`src/hdl/bounded_unique_key_bag_defines.svh`:
```
// Assertion helpers for the key bag.
`ifndef BOUNDED_UNIQUE_KEY_BAG_DEFINES_SVH
`define BOUNDED_UNIQUE_KEY_BAG_DEFINES_SVH

// Same-cycle implication.
`define BUKB_ASSERT_IMPLY(label, clk, rst_n, ante, cons) \
  label: assert property (@(posedge clk) disable iff (!rst_n) (ante) |-> (cons)) \
    else $error("bukb: same-cycle check failed");

// Next-cycle implication.
`define BUKB_ASSERT_NEXT(label, clk, rst_n, ante, cons) \
  label: assert property (@(posedge clk) disable iff (!rst_n) (ante) |=> (cons)) \
    else $error("bukb: next-cycle check failed");

`endif

```
`src/hdl/bukb_pkg.sv`:
```
`timescale 1ns / 1ps

package bukb_pkg;

  localparam int KEY_FIELD_W = 32;
  localparam int SLOT_W      = 6;
  localparam int COUNT_W     = 7;

  typedef enum logic [1:0] {
    REQ_ADD    = 2'd0,
    REQ_REMOVE = 2'd1,
    REQ_LOOKUP = 2'd2,
    REQ_CLEAR  = 2'd3
  } req_e;

  typedef struct packed {
    req_e                   req_type;
    logic [KEY_FIELD_W-1:0] key;
  } in_t;

  typedef struct packed {
    logic               ok;
    logic [SLOT_W-1:0]  slot;
    logic [COUNT_W-1:0] count;
  } out_t;

  // Control part of the search token that walks the cell chain.
  typedef struct packed {
    logic vld;
    req_e op;
    logic hit;
  } tok_ctl_t;

endpackage

```
`src/hdl/bukb_cell.sv`:
```
`timescale 1ns / 1ps

module bukb_cell #(
  parameter int KEY_W = 32,
  parameter int IDX_W = 6,
  parameter int CNT_W = 7,
  parameter int IDX   = 0
) (
  input  logic               clk_i,
  input  logic               rst_ni,
  input  logic [CNT_W-1:0]   count_i,
  input  bukb_pkg::tok_ctl_t ctl_i,
  input  logic [KEY_W-1:0]   key_i,
  input  logic [IDX_W-1:0]   pos_i,
  input  logic [KEY_W-1:0]   last_i,
  output bukb_pkg::tok_ctl_t ctl_o,
  output logic [KEY_W-1:0]   key_o,
  output logic [IDX_W-1:0]   pos_o,
  output logic [KEY_W-1:0]   last_o,
  input  logic               wr_i,
  input  logic [KEY_W-1:0]   wr_data_i
);

  logic [KEY_W-1:0]   store_q;
  bukb_pkg::tok_ctl_t ctl_d, ctl_q;
  logic [KEY_W-1:0]   key_q;
  logic [IDX_W-1:0]   pos_d, pos_q;
  logic [KEY_W-1:0]   last_d, last_q;
  logic               occ, is_last, match;

  always_comb begin
    occ     = (count_i > CNT_W'(IDX));
    is_last = (count_i == CNT_W'(IDX + 1));
    match   = ctl_i.vld && !ctl_i.hit && occ && (store_q == key_i);
    ctl_d   = ctl_i;
    pos_d   = pos_i;
    last_d  = last_i;
    // first match wins; later cells see hit already set
    if (match) begin
      ctl_d.hit = 1'b1;
      pos_d     = IDX_W'(IDX);
    end
    // pick up the tail entry for a possible remove
    if (ctl_i.vld && is_last) begin
      last_d = store_q;
    end
  end

  always_ff @(posedge clk_i or negedge rst_ni) begin
    if (!rst_ni) begin
      ctl_q <= '0;
    end else begin
      ctl_q <= ctl_d;
    end
  end

  always_ff @(posedge clk_i) begin
    key_q  <= key_i;
    pos_q  <= pos_d;
    last_q <= last_d;
    if (wr_i) begin
      store_q <= wr_data_i;
    end
  end

  assign ctl_o  = ctl_q;
  assign key_o  = key_q;
  assign pos_o  = pos_q;
  assign last_o = last_q;

endmodule
```
`config.mk`:
```
export PLATFORM = sky130hd
export DESIGN_NAME = bukb_cell
export DESIGN_NICKNAME = d
export VERILOG_FILES = /design/src/hdl/bounded_unique_key_bag_defines.svh /design/src/hdl/bukb_pkg.sv /design/src/hdl/bukb_cell.sv
export SDC_FILE = /design/constraint.sdc
export NUM_CORES = 1
export LEC_CHECK = 0
export BUFFER_PORTS_ARGS = -buffer_cell sky130_fd_sc_hd__buf_4
export CAP_MARGIN = 20
export CORE_ASPECT_RATIO = 2
export CORE_MARGIN = 3
export CORE_UTILIZATION = 44
export CTS_CLUSTER_DIAMETER = 30
export DETAILED_ROUTE_END_ITERATION = 16
export HOLD_SLACK_MARGIN = 0.06
export PLACE_DENSITY = 0.83
export SYNTH_ARGS = -nofsm -noshare
export SYNTH_HDL_FRONTEND = slang
export SYNTH_SLANG_ARGS = --single-unit
```
`constraint.sdc`:
```
create_clock -name clk_i -period 1.85 [get_ports clk_i]
set_clock_uncertainty 0.05 [all_clocks]
set_input_delay 0.0925 -clock clk_i [delete_from_list [all_inputs] [get_ports clk_i]]
set_output_delay 0.0925 -clock clk_i [all_outputs]
set_load 0.005 [all_outputs]
```
==> flow_metrics.env, run 1 <==
export IMPL_status="stopped before the end"
export IMPL_lastStage="clock tree synthesis (4_1_cts)"
export IMPL_error="[ERROR RSZ-0060] Max buffer count reached."
export IMPL_place_inst=484
export IMPL_cts_buffers=9
export IMPL_die_w_um=68.6
export IMPL_mappedNetlistArea_mm2=0.00345
export IMPL_post_cts_setup_buffer_count=0
export IMPL_synth_top_family_by_area="multiplexers"
export IMPL_holdBufCountCts=101
export IMPL_synth_xor_area_share_pct=8.13
export IMPL_synth_mux_area_share_pct=13.7
export IMPL_synth_commonest_cells="dfxtp_1 (70), edfxtp_1 (32), xnor2_1 (31)"
export IMPL_gp_congestion=0.759
export IMPL_ys_seq_area_share_pct=71.5
export IMPL_dpl_cell_area_mm2=0.00498
export IMPL_cts_root_buf="clkbuf_16"
export IMPL_clockBufferDepth=2
export IMPL_ys_flop_type="dfxtp_1"
export IMPL_yosys_area_share_simple_pct=3.16
export IMPL_ys_ff_latch=106
export IMPL_synthAdderAreaFrac_pct=0
export IMPL_ys_types=19
export IMPL_synthCells=201
export IMPL_synth_compound_area_share_pct=1.78
export IMPL_io_buffer_count=189
export IMPL_htree_levels=3
export IMPL_synth_edf_count=32
export IMPL_io_pins=190
export IMPL_ys_top_cells_by_area="dfxtp_1 (41%), edfxtp_1 (28%), mux2_4 (13%)"
export IMPL_cts_sinks=106
export IMPL_yosys_warnings=0
export IMPL_row_count=45
export IMPL_hpwl_um=6650
export IMPL_postSynthAreaPerCell_um2=17.1
export IMPL_cts_resized=1
export IMPL_initial_core_util_pct=45.3
export IMPL_synth_fp_nets=317
export IMPL_post_synth_top_count_cell="dfxtp_1"
export IMPL_chipHeight_um=131
export IMPL_netlist_top_cell_by_area="dfxtp_1"
export IMPL_async_reset_ff_share_pct=3.77
export IMPL_yosysTopAreaCellShare_pct=40.7
==> stage by stage <==
stage               hold WS, ns  setup WS, ns
detailed placement       -0.157      -0.00397
global placement         -0.160         0.115
floorplan                -0.253         0.170
==> cell families after synthesis <==
kind of cell / after synthesis
XOR/XNOR: 32
buffers and inverters: 10
flip-flops: 106
multiplexers: 32
AO/OA/AOI/OAI: 8
AND/OR/NAND/NOR: 13
==> run 2: changes to the inputs <==
Settings changed: CORE_ASPECT_RATIO 2 to not set, CORE_UTILIZATION 44 to 31, CTS_CLUSTER_DIAMETER 30 to not set, HOLD_SLACK_MARGIN 0.06 to not set, PLACE_DENSITY 0.83 to not set, PLACE_DENSITY_LB_ADDON set to 0.15.
==> run 2 against run 1 <==
  * The flow now finishes without violations
  * Synthesized area unchanged
  * Synthesized cell count unchanged
==> flow_metrics.env, run 2 <==
export IMPL_initial_core_util_pct=32.6
export IMPL_synth_fp_nets=317
export IMPL_tightest_slew_ns=0.474
export IMPL_hold_viol_final=0
export IMPL_clockBufferDepth=2
export IMPL_period_needed_ns=1.62
export IMPL_reg2reg_slack_ns=0.23
export IMPL_synth_top_family_by_area="multiplexers"
export IMPL_layout_common_cells="buf_4 (193), dlygate4sd3_1 (108), dfxtp_1 (70)"
export IMPL_hold_ws_ns=0.169
export IMPL_yosysTopAreaCellShare_pct=40.7
export IMPL_mappedNetlistArea_mm2=0.00345
export IMPL_critical_path_class="flip-flop to flip-flop"
export IMPL_maxSlewViolCount=0
export IMPL_layout_commonest_cell="buf_4"
export IMPL_critPathLaunchType="flip-flop"
export IMPL_yosys_area_share_simple_pct=3.16
export IMPL_cp_data_arrival_time_ns=1.87
export IMPL_final_nets=627
export IMPL_io_pins=190
export IMPL_netSwitchingPower_mw=1.01
export IMPL_startpoint="store_q[21]$_DFFE_PP_"
export IMPL_chipHeight_um=111
export IMPL_antenna_found_initial=0
export IMPL_rsz0062_at_grt="false"
export IMPL_netlist_top_cell_by_area="dfxtp_1"
export IMPL_io_buffer_count=189
export IMPL_ys_flop_type="dfxtp_1"
export IMPL_switching_share_pct=21.7
export IMPL_setup_viol_count_final=0
export IMPL_cp_top_family="simple AND/OR/NAND/NOR gates"
export IMPL_fin_tns_setup_ns=0
export IMPL_fmax_ghz=0.617
export IMPL_htree_levels=3
export IMPL_synth_edf_count=32
export IMPL_fin_crit_sh_pct=87.6
export IMPL_cts_tree="yes"
export IMPL_cts_buffers=9
export IMPL_drive_above_1_share_pct=47.3
export IMPL_cts_root_buf="clkbuf_8"
export IMPL_critPathMaxStageDelay_ns=0.41
export IMPL_pwr_share_seq_pct=56.2
export IMPL_num_vias=2669
export IMPL_synth_commonest_cells="dfxtp_1 (70), edfxtp_1 (32), xnor2_1 (31)"
export IMPL_path_clk_slew_ns=0.09
export IMPL_drcViolationCount=0
export IMPL_grt_pass1_wl_um=14900
export IMPL_powerDensity_mw_per_mm2=734
export IMPL_ys_types=19
export IMPL_r2r_start="store_q[21]$_DFFE_PP_"
export IMPL_p_int_mw=3.62
export IMPL_grt_ovfl_total=0
export IMPL_core_area_mm2=0.0106
export IMPL_slowest_stage="edfxtp_1"
export IMPL_holdCritStartpoint="wr_i"
export IMPL_leakage_nw=2.86
export IMPL_async_reset_ff_share_pct=3.77
export IMPL_path_max_fanout=7
export IMPL_area_delta_synth_final_pct=83.0
export IMPL_crit_chain="xnor2_1 -> nand4_1 -> nor4_1 -> buf_4 -> a31o_2"
export IMPL_status="finished clean"
export IMPL_hold_path_class="input pin to flip-flop"
export IMPL_cp_buffers_inverters=1
export IMPL_postSynthAreaPerCell_um2=17.1
export IMPL_drv_cap=0
export IMPL_synthCells=201
export IMPL_ant_nets=0
export IMPL_synth_compound_area_share_pct=1.78
export IMPL_grt_pass1_vias=3047
export IMPL_synth_xor_area_share_pct=8.13
export IMPL_p_total_mw=4.63
export IMPL_post_synth_top_count_cell="dfxtp_1"
export IMPL_ys_seq_area_share_pct=71.5
export IMPL_ir_worst_vdd_mv=0.353
export IMPL_clock_power_share_pct=28.2
export IMPL_wirelength_um=9340
export IMPL_wire_per_inst_um=14.3
export IMPL_drt_first_pass_iters=4
export IMPL_ys_ff_latch=106
export IMPL_synth_mux_area_share_pct=13.7
export IMPL_hpwl_um=6420
export IMPL_insertion_delay_ns=0.36
export IMPL_n_antenna_cell=0
export IMPL_dieArea_mm2=0.0124
export IMPL_post_cts_setup_buffer_count=0
export IMPL_end_kind="flip-flop"
export IMPL_combPwrFrac_pct=15.5
export IMPL_die_w_um=111
export IMPL_drt_iter0_drc=52
export IMPL_gp_congestion=0.729
export IMPL_yosys_warnings=0
export IMPL_ys_top_cells_by_area="dfxtp_1 (41%), edfxtp_1 (28%), mux2_4 (13%)"
export IMPL_row_count=37
export IMPL_grt_max_degree=33
export IMPL_cts_sinks=106
export IMPL_synthAdderAreaFrac_pct=0
export IMPL_crit_required_ns=2.10
export IMPL_via_per_inst=4.09
export IMPL_slew_headroom_pct=68.4
export IMPL_grt_usage_pct=15.3
==> run 2: repair_timing <==
item / in CTS / in global routing
gates resized for setup: 0 / 0
endpoints found under the setup margin: 0 / 0
endpoints found under the hold margin: 110 / 0
hold buffers: 108 / 0
==> run 2: per-layer routing <==
| layer | routed length (µm) | vias to the layer above | global-route usage (%) |
|---|---|---|---|
| li1 | - | 1323 | - |
| met1 | 3660 | 1224 | 16.7 |
| met2 | 4860 | 107 | 27.1 |
| met3 | 600 | 15 | 4.84 |
| met4 | 223 | 0 | 6.89 |
| met5 | 0 | - | 0 |
==> run 2: logic make-up (layout without fill, tap and decap cells) <==
family                 Yosys count  in the layout
flip-flops                     106            106
XOR/XNOR                        32             32
multiplexers                    32             32
AND/OR/NAND/NOR                 13             13
buffers and inverters           10            325
AO/OA/AOI/OAI                    8              8
==> run 2: power groups by stage <==
stage / clock, mW / sequential (mW) / combinational, mW
after global routing: 1.47 / 2.62 / 0.776
after global placement: 0 / 2.65 / 0.531
after CTS: 1.37 / 2.61 / 0.725
after detailed placement: 0 / 2.66 / 0.536
after floorplan: 0 / 2.66 / 0.145
final: 1.31 / 2.60 / 0.719
==> run 2: area by class of cell <==
class,instances,area [µm²]
repair buffers,302,2550
clock inverters,3,15.0
inverters,7,26.3
clock buffers,13,160
fillers,861,4250
flip-flops and latches,106,2460
multi-input cells,85,923
well taps,136,170
==> run 2: per-stage QoR <==
stage | util (%) | std cells | setup WS [ns] | area, µm²
final | 59.8 | 652 | 0.230 | 6310
after global routing | 59.8 | 652 | 0.0381 | 6310
after CTS | 59.8 | 652 | 0.179 | 6310
after floorplan | - | 201 | 0.170 | 3450
after detailed placement | 47.9 | 528 | 0.0978 | 5050
after global placement | 47.9 | 528 | 0.114 | 5050
==> run 2: final timing paths <==
path | endpoint | cells after the start
min reg2reg | last_o[30]$_DFF_P_ | 1
max reg2reg | ctl_o[0]$_DFF_PN0_ | 5
min in group asynchronous | ctl_o[2]$_DFF_PN0_ | 3
max in group asynchronous | ctl_o[0]$_DFF_PN0_ | 3
min | store_q[20]$_DFFE_PP_ | 1
max | ctl_o[0]$_DFF_PN0_ | 5
(Power assumes the default switching activity.)
